## src/design/tpm_pkg.sv

```systemverilog
// Shared types, codes and sizes for the TCP port match table.
// Used by tpm_cell and tcp_port_match_table; no dependencies.
`timescale 1ns / 1ps

package tpm_pkg;

	localparam int DYN_ENTRIES = 5;
	localparam int PTR_W = (DYN_ENTRIES > 1) ? $clog2(DYN_ENTRIES) : 1;

	localparam logic [1:0] MODE_MATCH = 2'd0;
	localparam logic [1:0] MODE_ADD   = 2'd1;
	localparam logic [1:0] MODE_DEL   = 2'd2;
	localparam logic [1:0] MODE_QUERY = 2'd3;

	localparam logic [1:0] DIR_IN  = 2'd0;
	localparam logic [1:0] DIR_OUT = 2'd1;

	localparam logic [1:0] STAT_NONE         = 2'd0;
	localparam logic [1:0] STAT_ADD_EMPTY    = 2'd0;
	localparam logic [1:0] STAT_ADD_REPLACED = 2'd1;
	localparam logic [1:0] STAT_ADD_PRESENT  = 2'd2;
	localparam logic [1:0] STAT_DEL_REMOVED  = 2'd0;
	localparam logic [1:0] STAT_DEL_ABSENT   = 2'd1;
	localparam logic [1:0] STAT_QRY_ABSENT   = 2'd0;
	localparam logic [1:0] STAT_QRY_FOUND    = 2'd1;
	localparam logic [1:0] STAT_INVALID      = 2'd3;

	localparam logic [1:0] REG_LOCAL_ADDR    = 2'd0;
	localparam logic [1:0] REG_STATIC_PORT_A = 2'd1;
	localparam logic [1:0] REG_STATIC_PORT_B = 2'd2;

	localparam int ADDR_W = 32;
	localparam int PORT_W = 16;

	typedef logic [PTR_W-1:0] ptr_t;
	typedef logic [PORT_W-1:0] port_t;

	// token that walks the cell row, one cell per cycle
	typedef struct packed {
		logic  vld;
		logic  wr;
		logic  del;
		port_t key;
		logic  found;
		logic  empty_seen;
		logic  done;
		ptr_t  rp;
	} tok_t;

endpackage

```

## src/design/tpm_cell.sv

```systemverilog
// One dynamic port entry of the table and its stage of the token row.
// Depends on tpm_pkg.
`timescale 1ns / 1ps

module tpm_cell (
	input  logic          clk,
	input  logic          arst_n,
	input  tpm_pkg::ptr_t idx,
	input  tpm_pkg::tok_t tok_i,
	output tpm_pkg::tok_t tok_o
);
	import tpm_pkg::*;

	port_t entry_q;
	tok_t  tok_q;
	logic  match;
	logic  empty;
	logic  wr_hit;
	tok_t  tok_nxt;

	always_comb begin
		match  = (entry_q != '0) && (entry_q == tok_i.key);
		empty  = (entry_q == '0);
		wr_hit = tok_i.wr && (tok_i.empty_seen ? (empty && !tok_i.done) : (tok_i.rp == idx));
		tok_nxt            = tok_i;
		tok_nxt.found      = tok_i.found | (match && !tok_i.wr);
		tok_nxt.empty_seen = tok_i.empty_seen | (empty && !tok_i.wr);
		tok_nxt.done       = tok_i.done | wr_hit;
	end

	always_ff @(posedge clk or negedge arst_n) begin
		if (!arst_n) begin
			entry_q <= '0;
		end else if (tok_i.vld) begin
			if (wr_hit) begin
				entry_q <= tok_i.key;
			end else if (!tok_i.wr && tok_i.del && match && !tok_i.found) begin
				entry_q <= '0;
			end
		end
	end

	always_ff @(posedge clk or negedge arst_n) begin
		if (!arst_n) begin
			tok_q <= '0;
		end else begin
			tok_q <= tok_nxt;
		end
	end

	assign tok_o = tok_q;

endmodule

```

## src/design/tcp_port_match_table.sv

```systemverilog
// Top level of the TCP port match table: control, configuration and the cell row.
// Depends on tpm_pkg and tpm_cell.
`timescale 1ns / 1ps

// One item at a time. An accepted item sends a token down a row of DYN_ENTRIES
// cells, one cell per cycle, that probes the dynamic entries (and clears the
// first match on delete). Match, delete, query and add of a present or invalid
// port raise done, through the done register, once the token leaves the row;
// an add that stores the port runs a second pass to write the slot and raises
// done after it. busy is low again in the cycle done is high, so the next start
// may be taken then; no new item is taken while one is in flight. Results
// cannot be held off: done is high for a single cycle, and hit, set_mark and
// status are valid then and hold until the next result. Configuration writes
// are always ready and must only be issued while busy is low.
module tcp_port_match_table (
	input  logic        clk,
	input  logic        arst_n,
	input  logic        start,
	output logic        busy,
	input  logic [1:0]  mode,
	input  logic [16:0] op_port,
	input  logic        is_ipv4,
	input  logic        is_tcp,
	input  logic [1:0]  direction,
	input  logic [31:0] src_addr,
	input  logic [31:0] dst_addr,
	input  logic [15:0] src_port,
	input  logic [15:0] dst_port,
	input  logic        already_marked,
	output logic        done,
	output logic        hit,
	output logic        set_mark,
	output logic [1:0]  status,
	input  logic        cfg_valid,
	output logic        cfg_ready,
	input  logic [1:0]  cfg_index,
	input  logic [31:0] cfg_data
);
	import tpm_pkg::*;

	localparam logic [1:0] ST_IDLE  = 2'd0;
	localparam logic [1:0] ST_PROBE = 2'd1;
	localparam logic [1:0] ST_FILL  = 2'd2;

	logic [1:0]        state_q;
	logic              launch_q;
	logic              done_q;
	ptr_t              rp_q;
	logic [ADDR_W-1:0] local_addr_q;
	port_t             static_a_q;
	port_t             static_b_q;

	logic [1:0] mode_q;
	port_t      key_q;
	logic       inv_q;
	logic       elig_q;
	logic       marked_q;
	logic       tcp_ok_q;
	logic       found0_q;
	logic       del_q;
	logic       wr_q;
	logic       empty_q;
	logic       hit_q;
	logic       set_mark_q;
	logic [1:0] status_q;

	tok_t chain [DYN_ENTRIES+1];
	tok_t tail;

	logic              accept;
	logic              cfg_wr;
	logic [ADDR_W-1:0] loc_addr;
	port_t             loc_port;
	port_t             key;
	logic              dir_ok;
	logic              inv;
	logic              static_hit;
	logic              fin_probe;
	logic              fin_fill;
	logic              need_fill;
	logic              res_fire;
	logic              res_hit;
	logic              res_mark;
	logic [1:0]        res_status;

	assign accept    = start && !busy;
	assign busy      = (state_q != ST_IDLE);
	assign cfg_ready = 1'b1;
	assign cfg_wr    = cfg_valid && cfg_ready;

	always_comb begin
		dir_ok     = (direction inside {DIR_IN, DIR_OUT});
		loc_addr   = (direction == DIR_OUT) ? src_addr : dst_addr;
		loc_port   = (direction == DIR_OUT) ? src_port : dst_port;
		key        = (mode == MODE_MATCH) ? loc_port : op_port[PORT_W-1:0];
		inv        = (op_port == '0) || op_port[16];
		static_hit = ((static_a_q != '0) && (static_a_q == key)) ||
		             ((static_b_q != '0) && (static_b_q == key));
	end

	// inject the token at the head of the row
	assign chain[0] = {launch_q, wr_q, del_q, key_q, found0_q, empty_q, 1'b0, rp_q};

	for (genvar g = 0; g < DYN_ENTRIES; g++) begin : g_cell
		tpm_cell u_cell (
			.clk    (clk),
			.arst_n (arst_n),
			.idx    (PTR_W'(g)),
			.tok_i  (chain[g]),
			.tok_o  (chain[g+1])
		);
	end

	assign tail = chain[DYN_ENTRIES];

	always_comb begin
		fin_probe  = (state_q == ST_PROBE) && tail.vld;
		fin_fill   = (state_q == ST_FILL) && tail.vld;
		need_fill  = fin_probe && (mode_q == MODE_ADD) && !inv_q && !tail.found;
		res_fire   = (fin_probe && !need_fill) || fin_fill;
		res_hit    = 1'b0;
		res_mark   = 1'b0;
		res_status = STAT_NONE;
		if (fin_fill) begin
			res_status = empty_q ? STAT_ADD_EMPTY : STAT_ADD_REPLACED;
		end else begin
			case (mode_q)
				MODE_MATCH: begin
					res_hit  = elig_q && (marked_q || (tcp_ok_q && tail.found));
					res_mark = elig_q && !marked_q && tcp_ok_q && tail.found;
				end
				MODE_ADD: begin
					res_status = inv_q ? STAT_INVALID : STAT_ADD_PRESENT;
				end
				MODE_DEL: begin
					res_status = inv_q ? STAT_INVALID :
					             (tail.found ? STAT_DEL_REMOVED : STAT_DEL_ABSENT);
				end
				MODE_QUERY: begin
					res_status = inv_q ? STAT_INVALID :
					             (tail.found ? STAT_QRY_FOUND : STAT_QRY_ABSENT);
				end
				default: begin
					res_status = STAT_NONE;
				end
			endcase
		end
	end

	always_ff @(posedge clk or negedge arst_n) begin
		if (!arst_n) begin
			state_q      <= ST_IDLE;
			launch_q     <= 1'b0;
			done_q       <= 1'b0;
			rp_q         <= '0;
			local_addr_q <= '0;
			static_a_q   <= PORT_W'(445);
			static_b_q   <= PORT_W'(20);
		end else begin
			launch_q <= accept || need_fill;
			done_q   <= res_fire;
			case (state_q)
				ST_IDLE: begin
					if (accept) begin
						state_q <= ST_PROBE;
					end
				end
				ST_PROBE: begin
					if (need_fill) begin
						state_q <= ST_FILL;
					end else if (res_fire) begin
						state_q <= ST_IDLE;
					end
				end
				ST_FILL: begin
					if (fin_fill) begin
						state_q <= ST_IDLE;
					end
				end
				default: begin
					state_q <= ST_IDLE;
				end
			endcase
			if (fin_fill && !empty_q) begin
				rp_q <= (rp_q == PTR_W'(DYN_ENTRIES - 1)) ? '0 : rp_q + 1'b1;
			end
			if (cfg_wr) begin
				case (cfg_index)
					REG_LOCAL_ADDR:    local_addr_q <= cfg_data;
					REG_STATIC_PORT_A: static_a_q   <= cfg_data[PORT_W-1:0];
					REG_STATIC_PORT_B: static_b_q   <= cfg_data[PORT_W-1:0];
					default: begin
					end
				endcase
			end
		end
	end

	always_ff @(posedge clk) begin
		if (accept) begin
			mode_q   <= mode;
			key_q    <= key;
			inv_q    <= inv;
			elig_q   <= (local_addr_q != '0) && is_ipv4;
			marked_q <= already_marked;
			tcp_ok_q <= is_tcp && dir_ok && (loc_addr == local_addr_q);
			found0_q <= static_hit && ((mode == MODE_MATCH) || (mode == MODE_ADD));
			del_q    <= (mode == MODE_DEL) && !inv;
			wr_q     <= 1'b0;
			empty_q  <= 1'b0;
		end else if (need_fill) begin
			wr_q     <= 1'b1;
			del_q    <= 1'b0;
			found0_q <= 1'b0;
			empty_q  <= tail.empty_seen;
		end
		if (res_fire) begin
			hit_q      <= res_hit;
			set_mark_q <= res_mark;
			status_q   <= res_status;
		end
	end

	assign done     = done_q;
	assign hit      = hit_q;
	assign set_mark = set_mark_q;
	assign status   = status_q;

	a_tail_busy: assert property (@(posedge clk) disable iff (!arst_n)
		tail.vld |-> (state_q != ST_IDLE))
		else $error("token left the cell row while idle");

	a_start_busy: assert property (@(posedge clk) disable iff (!arst_n)
		accept |=> (busy && launch_q))
		else $error("start transfer did not launch a token");

	a_done_src: assert property (@(posedge clk) disable iff (!arst_n)
		done |-> ($past(state_q) != ST_IDLE))
		else $error("result strobe without an item in flight");

	a_rp_range: assert property (@(posedge clk) disable iff (!arst_n)
		{1'b0, rp_q} < (PTR_W + 1)'(DYN_ENTRIES))
		else $error("replace pointer out of range");

	a_mark_hit: assert property (@(posedge clk) disable iff (!arst_n)
		(done && set_mark) |-> (hit && (status == STAT_NONE)))
		else $error("mark request without a hit");

endmodule
```

## config.mk

```make
export PLATFORM = sky130hd
export DESIGN_NAME = tcp_port_match_table
export DESIGN_NICKNAME = d
export VERILOG_FILES = /design/src/design/tpm_pkg.sv /design/src/design/tpm_cell.sv /design/src/design/tcp_port_match_table.sv
export SDC_FILE = /design/constraint.sdc
export NUM_CORES = 1
export LEC_CHECK = 0
export ABC_AREA = 1
export BUFFER_PORTS_ARGS = -buffer_cell sky130_fd_sc_hd__buf_2
export CORE_MARGIN = 4
export CORE_UTILIZATION = 49
export DETAILED_ROUTE_END_ITERATION = 12
export PLACE_DENSITY = 0.83
export REMOVE_ABC_BUFFERS = 1
export SLEW_MARGIN = 0
export SYNTH_ARGS = -nofsm -noshare
export SYNTH_HDL_FRONTEND = slang
export SYNTH_SLANG_ARGS = --single-unit
export TNS_END_PERCENT = 50
```

## constraint.sdc

```tcl
create_clock -name clk -period 1.6 [get_ports clk]
set_clock_uncertainty 0.1 [all_clocks]
set_input_delay 0.24 -clock clk [delete_from_list [all_inputs] [get_ports clk]]
set_output_delay 0.24 -clock clk [all_outputs]
set_load 0.02 [all_outputs]
```

==> impl_metrics.env, run 1 <==
export IMPL_tns_ns=-20.60
export IMPL_synthMostInstantiatedCell="nand2_1"
export IMPL_peakVddDrop_v=0.000835
export IMPL_grt_max_degree=56
export IMPL_vias_per_cell=5.54
export IMPL_wl_um=45600
export IMPL_p_leak_nw=9.65
export IMPL_antennaDiodeCount=0
export IMPL_violations="negative setup slack"
export IMPL_fin_crit_ns=1.96
export IMPL_drt_first_iter_violations=1209
export IMPL_cts_buffers=30
export IMPL_syn_inst=1619
export IMPL_io_buffers=163
export IMPL_die_h_um=174
export IMPL_die_area_um2=30300
export IMPL_seq_area_frac_synth_pct=53.7
export IMPL_post_drt_wl_per_cell_um=18.6
export IMPL_final_cell_area_um2=18800
export IMPL_synth_area_leaders="dfrtp_1 (45%), nand2_1 (12%), nand3_1 (7.1%)"
export IMPL_drc=0
export IMPL_synth_common_cells="nand2_1 (444), dfrtp_1 (245), inv_1 (203), nand3_1 (191), nor2_1 (108)"
export IMPL_start_util_pct=49.9
export IMPL_worst_pin_slew_ns=0.693
export IMPL_path_clk_slew_ns=0.06
export IMPL_grt_pass1_vias=13748
export IMPL_synth_edff_count=28
export IMPL_rows=60
export IMPL_synth_seq_cells=284
export IMPL_fin_ws_ns=-0.362
export IMPL_track_usage_pct=28.8
export IMPL_htreeDepth=1
export IMPL_via_count=13549
export IMPL_synth_area_um2=13500
export IMPL_critPathCaptureType="flip-flop"
export IMPL_maxCapViolations=0
export IMPL_fin_hold_ws_ns=0.0306
export IMPL_synth_ff_type="dfrtp_1"
export IMPL_cts_root_buf="clkbuf_16"
export IMPL_yosys_area_top_type_share_pct=45.4
export IMPL_chipWidth_um=174
export IMPL_status="finished, violations left"
export IMPL_fmax_mhz=510
export IMPL_startpoint_type="flip-flop"
export IMPL_hpwl_um=31200
export IMPL_antenna_found_initial=0
export IMPL_yosysTopAreaCell="dfrtp_1"
export IMPL_p_per_area_nw_per_um2=1340
export IMPL_cts_num_sinks=284
export IMPL_relSlewSlack_pct=53.4
export IMPL_setup_viol=88
export IMPL_cts_path_max_buffers=3
export IMPL_layout_nets=2240
export IMPL_rsz0062_at_grt="yes"
export IMPL_yosys_warnings=0
export IMPL_slew_viol_final=0
export IMPL_io_pins=165
export IMPL_core_area_um2=27000
export IMPL_drive_gt1_share_pct=31.8
export IMPL_antenna_left=0
export IMPL_placement_cell_area_um2=16600
export IMPL_crit_type="flip-flop to flip-flop"
export IMPL_syn_area_per_cell_um2=8.34
export IMPL_drt_pass1_iterations=5
export IMPL_crit_required_ns=1.94
export IMPL_yosysUniqueCellTypes=54
export IMPL_hold_violations=0
export IMPL_synthArstFlopShare_pct=89.4
export IMPL_overflow=0
export IMPL_fin_util_pct=69.6
export IMPL_critPathMaxFanout=7
export IMPL_clock_latency_ns=0.56
export IMPL_gp_congestion=0.972
export IMPL_tritoncts="built"
export IMPL_hold_path_class="input pin to flip-flop"
export IMPL_grt_pass1_wl_um=70600
export IMPL_period_share_pct=123
export IMPL_crit_arrival_ns=2.30
export IMPL_area_growth_pct=39.4
-- area by class of cell --
cell class | instances | area [um2]
sequential | 284 | 7250
clock inverter | 18 | 210
fill | 1938 | 8210
clock buffer | 38 | 883
tap | 341 | 427
timing repair buffer | 473 | 3500
multi-input combinational | 1082 | 5750
inverter | 209 | 795
-- cells in the final DEF (no fill, tap or decap), drive strengths merged, types with 4 or more instances in the layout --
cell,synthesis,routed
dfrtp,245,245
or2,31,31
a211oi,7,7
clkbuf,18,38
nand2,446,446
nor2,111,111
a31o,6,6
xor2,16,16
and3b,4,4
clkinvlp,0,4
dfstp,9,9
o22ai,30,30
a22o,5,5
edfxtp,28,28
nor4,13,13
nand3,192,192
mux2,9,9
a21oi,19,19
dlygate4sd3,0,38
buf,26,435
nand4,26,26
mux2i,7,7
clkinv,0,8
inv,209,211
bufinv,0,4
xnor2,12,12
o21ai,109,109
nor3,7,7
-- power by group --
part | internal [mW] | leakage (nW) | switching, mW | total (mW)
logic | 3.64 | 5.66 | 3.98 | 7.61
registers | 8.84 | 3.45 | 1.28 | 10.1
clock network | 4.56 | 0.536 | 2.97 | 7.53
total | 17.0 | 9.65 | 8.23 | 25.3
-- sequential cells by signal (all words and copies together) (netlist names), 2 cells and up --
| signal | count |
|---|---|
| mode_q | 2 |
| local_addr_q | 32 |
| key_q | 16 |
| state_q | 2 |
| g_cell.u_cell.tok_o | 103 |
| rp_q | 3 |
| static_b_q | 16 |
| static_a_q | 16 |
| g_cell.u_cell.entry_q | 80 |
| status | 2 |
-- critical path: stages, from the launching register on --
cell and delay [ns]:
dfrtp_1 0.41, inv_1 0.09, nand4_1 0.13, nor2_1 0.20, nand2_2 0.13, o21ai_4 0.20, nand4_4 0.21, buf_8 0.24
nand3_2 0.08, nand2_1 0.06
-- what timing repair did --
item                                   4_1_cts  5_1_grt
hold buffers                                38        0
gates cloned                                 3        0
buffers inserted                            11        8
gates resized for setup                     97       84
setup endpoints to repair                   88      100
endpoints found under the hold margin      314        0
pin swaps                                   31       34
-- per-stage QoR --
stage	std cells	setup slack, ns	power, mW
floorplan	1575	-0.578	13.0
global placement	2329	-0.353	16.3
detailed placement	2329	-0.378	16.5
CTS	2437	-0.210	24.5
global route	2445	-0.424	26.4
finish	2445	-0.362	25.3
-- per-layer routing --
layer | track usage [%] | routed length (um) | vias to the layer above
met5 | 0 | 0 | -
met4 | 15.2 | 3000 | 0
met3 | 3.68 | 2880 | 206
met2 | 52.4 | 23300 | 726
met1 | 33.2 | 16400 | 6416
li1 | - | - | 6201
-- final timing paths --
check,slack [ns],from,depth (start not counted),endpoint
worst min-delay path,0.03,start,4,state_q[0]$_DFFE_PN0P_
worst max-delay path,-0.36,g_cell[1].u_cell.entry_q[3]$_DFFE_PN0P_,9,g_cell[1].u_cell.entry_q[3]$_DFFE_PN0P_
min in group asynchronous,0.08,arst_n,2,g_cell[3].u_cell.entry_q[11]$_DFFE_PN0P_
worst max register to register,-0.36,g_cell[1].u_cell.entry_q[3]$_DFFE_PN0P_,9,g_cell[1].u_cell.entry_q[3]$_DFFE_PN0P_
max in group asynchronous,0.64,arst_n,3,static_a_q[5]$_DFFE_PN1P_
worst min register to register,0.27,g_cell[2].u_cell.tok_o[22]$_DFF_PN0_,0,g_cell[3].u_cell.tok_o[22]$_DFF_PN0_
-- cells by family after synthesis --
logic type | synth area share [%]
buf+inv | 7.42
mux | 1.27
xor+xnor | 1.82
flops | 53.7
simple gates | 27.1
compound gates | 8.45
other cells | 0.0278
fa+ha+maj | 0.185
No activity file was read; power rests on OpenSTA's default activity.
==> inputs of run 2 (changes only) <==
--- a/config.mk
+++ b/config.mk
@@ -5,7 +5,6 @@
 export SDC_FILE = /design/constraint.sdc
 export NUM_CORES = 1
 export LEC_CHECK = 0
-export ABC_AREA = 1
 export BUFFER_PORTS_ARGS = -buffer_cell sky130_fd_sc_hd__buf_2
 export CORE_MARGIN = 4
 export CORE_UTILIZATION = 49
==> run 2 against run 1 <==
Compared with the run above:
- highest routed layer unchanged
- the run still ends with negative setup slack left
- die area shrank 5.6%
- synthesized cell count shrank 38%
- critical path type unchanged
- register-to-register slack lost 0.29 ns
- cell area shrank 5.0%
- largest power group unchanged
- worst setup slack lost 0.29 ns
==> impl_metrics.env, run 2 <==
export IMPL_synth_edff_count=28
export IMPL_antenna_left=0
export IMPL_synthMostInstantiatedCell="dfrtp_1"
export IMPL_maxCapViolations=0
export IMPL_crit_required_ns=1.95
export IMPL_relSlewSlack_pct=66.5
export IMPL_rsz0062_at_grt="yes"
export IMPL_p_per_area_nw_per_um2=1250
export IMPL_synth_simple_area_share_pct=8.98
export IMPL_placed_cells=1724
export IMPL_synth_area_mux_share_pct=10.0
export IMPL_critPathMaxFanout=8
export IMPL_final_cell_mix="buf_4 (261), dfrtp_1 (243), buf_2 (162)"
export IMPL_fin_crit_ns=2.25
export IMPL_largest_reg_flops=103
export IMPL_drc=0
export IMPL_post_drt_wl_per_cell_um=21.8
export IMPL_tritoncts="built"
export IMPL_violations="negative setup slack"
export IMPL_drive_gt1_share_pct=42.6
export IMPL_seq_area_frac_synth_pct=57.0
export IMPL_placement_cell_area_um2=15900
export IMPL_chipWidth_um=169
export IMPL_core_area_um2=25300
export IMPL_yosys_warnings=0
export IMPL_synth_ff_type="dfrtp_1"
export IMPL_cts_num_sinks=284
export IMPL_io_pins=165
export IMPL_synthAdderAreaFrac_pct=0.197
export IMPL_path_clk_slew_ns=0.06
export IMPL_status="finished, violations left"
export IMPL_grt_pass1_vias=11482
export IMPL_slew_viol_final=0
export IMPL_synth_common_cells="dfrtp_1 (245), a22o_1 (80), xor2_1 (78), xnor2_1 (74), nor4_1 (67)"
export IMPL_p_leak_nw=8.37
export IMPL_vias_per_cell=5.76
export IMPL_syn_inst=1000
export IMPL_dp_worst_setup_slack_ns=-0.716
export IMPL_yosysUniqueCellTypes=66
export IMPL_grt_pass1_wl_um=62000
export IMPL_overflow=0
export IMPL_synth_area_um2=12700
export IMPL_fmax_mhz=445
export IMPL_period_share_pct=141
export IMPL_hpwl_um=27500
export IMPL_start_util_pct=50.2
export IMPL_crit_arrival_ns=2.60
export IMPL_layout_nets=1644
export IMPL_final_cells=1838
export IMPL_final_cell_area_um2=17900
export IMPL_peakVddDrop_v=0.000958
export IMPL_critPathCaptureType="flip-flop"
export IMPL_synth_seq_cells=284
export IMPL_clock_latency_ns=0.57
export IMPL_wl_um=40200
export IMPL_hold_violations=0
export IMPL_via_count=10582
export IMPL_worst_pin_slew_ns=0.498
export IMPL_crit_type="flip-flop to flip-flop"
export IMPL_power_total_mw=22.3
export IMPL_cts_root_buf="clkbuf_16"
export IMPL_synth_area_leaders="dfrtp_1 (48%), edfxtp_1 (6.6%), mux2_2 (5.7%)"
export IMPL_die_area_um2=28600
export IMPL_drt_first_iter_violations=911
export IMPL_fin_hold_ws_ns=0.0344
export IMPL_synth_compound_area_share_pct=10.7
export IMPL_grt_max_degree=56
export IMPL_hold_path_class="input pin to flip-flop"
export IMPL_cts_buffers=29
export IMPL_yosysTopAreaCell="dfrtp_1"
export IMPL_die_h_um=169
export IMPL_synth_top_family_by_area="compound AO/OA/AOI/OAI gates"
export IMPL_yosys_area_top_type_share_pct=48.2
export IMPL_syn_area_per_cell_um2=12.7
export IMPL_fin_ws_ns=-0.650
export IMPL_synth_xor_area_share_pct=10.5
export IMPL_synthArstFlopShare_pct=89.4
export IMPL_drt_pass1_iterations=7
export IMPL_area_growth_pct=40.6
export IMPL_startpoint_type="flip-flop"
export IMPL_layout_commonest_cell="buf_4"
export IMPL_setup_viol=93
export IMPL_io_buffers=163
export IMPL_rows=58
export IMPL_track_usage_pct=27.4
export IMPL_gp_congestion=1.04
export IMPL_htreeDepth=1
export IMPL_cts_path_max_buffers=3
export IMPL_antenna_found_initial=1
run 2: changes by cell type after synthesis, moves of 62 or more:
cell     delta
a22o_1     +75
inv_1     -172
nand2_1   -412
nand3_1   -186
nor2_1     -83
o21ai_0    -75
xnor2_1    +62
xor2_1     +62
run 2: repair_timing:
action,in CTS,in global routing
pin swaps,23,13
buffers inserted,14,3
resized for setup,51,29
hold buffers,39,0
hold endpoints to repair,315,0
cloned,2,1
setup endpoints to repair,92,106
run 2: area by class of cell:
type / count / area, um2
Fill cell: 1629 / 7460
Sequential cell: 284 / 7250
Multi-Input combinational cell: 650 / 5520
Timing Repair Buffer: 488 / 3590
Clock buffer: 43 / 890
Tap cell: 330 / 413
Inverter: 31 / 116
Clock inverter: 11 / 86.3
Antenna cell: 1 / 2.50
run 2: logic make-up (layout without fill, tap and decap cells):
family / count (synthesis) / after routing
flip-flops: 284 / 284
AO/OA/AOI/OAI: 177 / 177
AND/OR/NAND/NOR: 202 / 202
other: 1 / 2
buffers and inverters: 66 / 573
XOR/XNOR: 152 / 152
multiplexers: 116 / 116
adder cells (fa/ha/maj): 2 / 2
run 2: power breakdown:
group	total [mW]	internal (mW)	switching (mW)
Sequential	9.73	8.51	1.22
Combinational	5.79	3.22	2.57
Clock	6.82	3.88	2.94
run 2: metal layers:
layer	part of all wire (%)	track usage (%)	up-vias	wire [um]
li1	-	-	4668	-
met1	38	33.0	5307	15200
met2	52	48.7	461	20800
met3	4.9	3.69	146	1970
met4	5.5	12.9	0	2220
met5	0	0	-	0
run 2: metrics by stage:
| step | setup TNS [ns] | util, % |
|---|---|---|
| finish | -46.78 | 70.5 |
| detailed placement | -50.44 | 62.9 |
| global placement | -42.49 | 62.9 |
| floorplan | -100.46 | - |
| global route | -54.97 | 70.5 |
| CTS | -39.94 | 69.9 |
run 2: critical path: stages (launching register included):
cell	delay, ns
dfrtp_1	0.44
xnor2_1	0.30
nand4_1	0.16
or3_4	0.44
nor4_4	0.17
o21ai_2	0.14
buf_6	0.16
a22o_1	0.20
run 2: path summary, 6_finish.rpt:
| path | cells after the start | endpoint | from | slack (ns) |
|---|---|---|---|---|
| worst max-delay path | 7 | g_cell[1].u_cell.entry_q[2]$_DFFE_PN0P_ | g_cell[1].u_cell.entry_q[1]$_DFFE_PN0P_ | -0.65 |
| min in group asynchronous | 2 | g_cell[2].u_cell.tok_o[17]$_DFF_PN0_ | arst_n | 0.05 |
| max in group asynchronous | 3 | g_cell[3].u_cell.entry_q[11]$_DFFE_PN0P_ | arst_n | 0.73 |
| worst max register to register | 7 | g_cell[1].u_cell.entry_q[2]$_DFFE_PN0P_ | g_cell[1].u_cell.entry_q[1]$_DFFE_PN0P_ | -0.65 |
| worst min-delay path | 2 | del_q$_SDFFCE_PN0P_ | mode[1] | 0.03 |
| worst min register to register | 0 | g_cell[1].u_cell.tok_o[0]$_DFF_PN0_ | g_cell[0].u_cell.tok_o[0]$_DFF_PN0_ | 0.27 |
==> inputs of run 3 (changes only) <==
--- a/config.mk
+++ b/config.mk
@@ -5,12 +5,13 @@
 export SDC_FILE = /design/constraint.sdc
 export NUM_CORES = 1
 export LEC_CHECK = 0
+export ABC_AREA = 1
 export BUFFER_PORTS_ARGS = -buffer_cell sky130_fd_sc_hd__buf_2
 export CORE_MARGIN = 4
 export CORE_UTILIZATION = 49
+export CTS_BUF_LIST = sky130_fd_sc_hd__clkbuf_4 sky130_fd_sc_hd__clkbuf_8
 export DETAILED_ROUTE_END_ITERATION = 12
 export PLACE_DENSITY = 0.83
-export REMOVE_ABC_BUFFERS = 1
 export SLEW_MARGIN = 0
 export SYNTH_ARGS = -nofsm -noshare
 export SYNTH_HDL_FRONTEND = slang
==> run 3 against run 2 <==
Compared with the run above:
- the run still ends with negative setup slack left
- flip-flop and latch count stayed put
- cell count is 35% higher
- power is 11% higher
- largest power group unchanged
- highest routed layer unchanged
==> impl_metrics.env, run 3 (synthesis results as in run 1) <==
export IMPL_cts_root_buf="clkbuf_8"
export IMPL_peakVddDrop_v=0.000617
export IMPL_gp_congestion=0.976
export IMPL_tritoncts="built"
export IMPL_clock_latency_ns=0.59
export IMPL_hold_violations=0
export IMPL_die_h_um=174
export IMPL_vias_per_cell=5.47
export IMPL_final_cell_mix="nand2_1 (414), dfrtp_1 (244), buf_4 (234)"
export IMPL_post_drt_wl_per_cell_um=18.8
export IMPL_hold_path_class="input pin to flip-flop"
export IMPL_fin_util_pct=70.8
export IMPL_final_cell_area_um2=19100
export IMPL_drt_first_iter_violations=1040
export IMPL_startpoint_type="flip-flop"
export IMPL_grt_pass1_wl_um=70800
export IMPL_grt_pass1_vias=13804
export IMPL_wl_um=46800
export IMPL_core_area_um2=27000
export IMPL_via_count=13605
export IMPL_die_area_um2=30300
export IMPL_rows=60
export IMPL_fmax_mhz=489
export IMPL_crit_path_start="g_cell[0].u_cell.entry_q[15]$_DFFE_PN0P_"
export IMPL_htreeDepth=2
export IMPL_final_fill_count=1906
export IMPL_drive_gt1_share_pct=36.1
export IMPL_hpwl_um=31800
export IMPL_dp_worst_setup_slack_ns=-0.363
export IMPL_fin_crit_ns=2.05
export IMPL_fin_hold_ws_ns=0.0561
export IMPL_io_pins=165
export IMPL_cts_buffers=46
export IMPL_r2r_slack_ns=-0.45
export IMPL_slew_viol_final=0
export IMPL_power_total_mw=24.8
export IMPL_area_growth_pct=41.8
export IMPL_final_cells=2486
export IMPL_overflow=0
export IMPL_maxCapViolations=0
export IMPL_timing_rr_start="g_cell[0].u_cell.entry_q[15]$_DFFE_PN0P_"
export IMPL_p_per_area_nw_per_um2=1290
export IMPL_placement_cell_area_um2=16700
export IMPL_antenna_found_initial=3
export IMPL_largest_reg_flops=103
export IMPL_relSlewSlack_pct=60.0
export IMPL_placed_cells=2325
export IMPL_period_share_pct=128
export IMPL_track_usage_pct=29.1
export IMPL_io_buffers=163
export IMPL_crit_arrival_ns=2.42
export IMPL_setup_viol=89
export IMPL_antenna_left=0
export IMPL_grt_max_degree=56
export IMPL_critPathMaxFanout=6
export IMPL_layout_commonest_cell="nand2_1"
export IMPL_worstReg2RegEnd="g_cell[0].u_cell.entry_q[14]$_DFFE_PN0P_"
export IMPL_cts_path_max_buffers=3
export IMPL_fin_ws_ns=-0.445
export IMPL_chipWidth_um=174
export IMPL_crit_type="flip-flop to flip-flop"
export IMPL_drt_pass1_iterations=6
export IMPL_path_clk_slew_ns=0.06
export IMPL_worst_pin_slew_ns=0.595
export IMPL_layout_nets=2265
export IMPL_synth_nets=1779
export IMPL_start_util_pct=49.9
export IMPL_status="finished, violations left"
export IMPL_drc=0
export IMPL_cts_num_sinks=284
export IMPL_rsz0062_at_grt="yes"
export IMPL_crit_required_ns=1.98
export IMPL_crit_end="g_cell[0].u_cell.entry_q[14]$_DFFE_PN0P_"
export IMPL_tns_ns=-24.53
export IMPL_p_leak_nw=9.79
export IMPL_r2r_cells=9
export IMPL_critPathCaptureType="flip-flop"
export IMPL_violations="negative setup slack"
run 3: cell types whose count changed in the layout (fill, tap and decap cells not counted), moves of 47 or more:
| cell | before | now |
|---|---|---|
| clkbuf_8 | 9 | 56 |
| nand2_1 | 29 | 414 |
| nand3_2 | 0 | 53 |
| xor2_1 | 78 | 16 |
| xnor2_1 | 70 | 11 |
| mux2_2 | 64 | 9 |
| a22o_1 | 80 | 5 |
| inv_1 | 31 | 168 |
| nand3_1 | 4 | 138 |
| o21ai_0 | 22 | 78 |
| nor2_1 | 24 | 86 |
run 3: area by class of cell:
cell class | instances | area, um2 | area share (%)
diodes | 3 | 7.51 | 0.0392
clock buffers | 72 | 891 | 4.65
clock inverters | 13 | 93.8 | 0.490
inverters | 209 | 800 | 4.18
multi-input cells | 1082 | 6000 | 31.3
flip-flops and latches | 284 | 7250 | 37.9
well taps | 341 | 427 | 2.23
repair buffers | 482 | 3680 | 19.2
run 3: routing by layer:
metal	GRT usage [%]	wire, um	up-vias	share of wire (%)
met2	50.5	23600	695	50
met3	4.81	3040	218	6.5
li1	-	-	6271	-
met5	0	0	-	0
met4	17.0	3230	0	6.9
met1	34.1	16900	6421	36
run 3: repair_timing:
action | CTS | global route
cloned | 4 | 2
endpoints found under the hold margin | 314 | 0
hold buffers | 38 | 0
endpoints found under the setup margin | 93 | 99
resized for setup | 140 | 99
setup buffers | 16 | 14
pin swaps | 35 | 64
run 3: worst min path at each step:
| stage | start | endpoint | cells past startpoint |
|---|---|---|---|
| 6_report | op_port[15] | key_q[15]$_DFFE_PP_ | 3 |
| 5_1_grt | op_port[15] | key_q[15]$_DFFE_PP_ | 3 |
| 4_1_cts | op_port[15] | key_q[15]$_DFFE_PP_ | 3 |
| 3_5_place_dp | arst_n | g_cell[1].u_cell.tok_o[19]$_DFF_PN0_ | 1 |
| 3_3_place_gp | arst_n | g_cell[2].u_cell.entry_q[12]$_DFFE_PN0P_ | 1 |
| 2_1_floorplan | arst_n | done$_DFF_PN0_ | 0 |
run 3: where the power goes:
| group | internal [mW] | total (mW) | switching [mW] |
|---|---|---|---|
| clock network | 3.60 | 6.63 | 3.02 |
| registers | 8.84 | 10.2 | 1.37 |
| logic | 3.78 | 7.95 | 4.16 |
run 3: critical path: stages, from the launching register on:
cell and delay, ns:
dfrtp_1 0.40, inv_2 0.08, nand4_1 0.14, nor3_2 0.26, nand3_1 0.18, a21oi_2 0.28, nand2_4 0.14, clkbuf_16 0.20
nand3_1 0.09, nand2_1 0.06
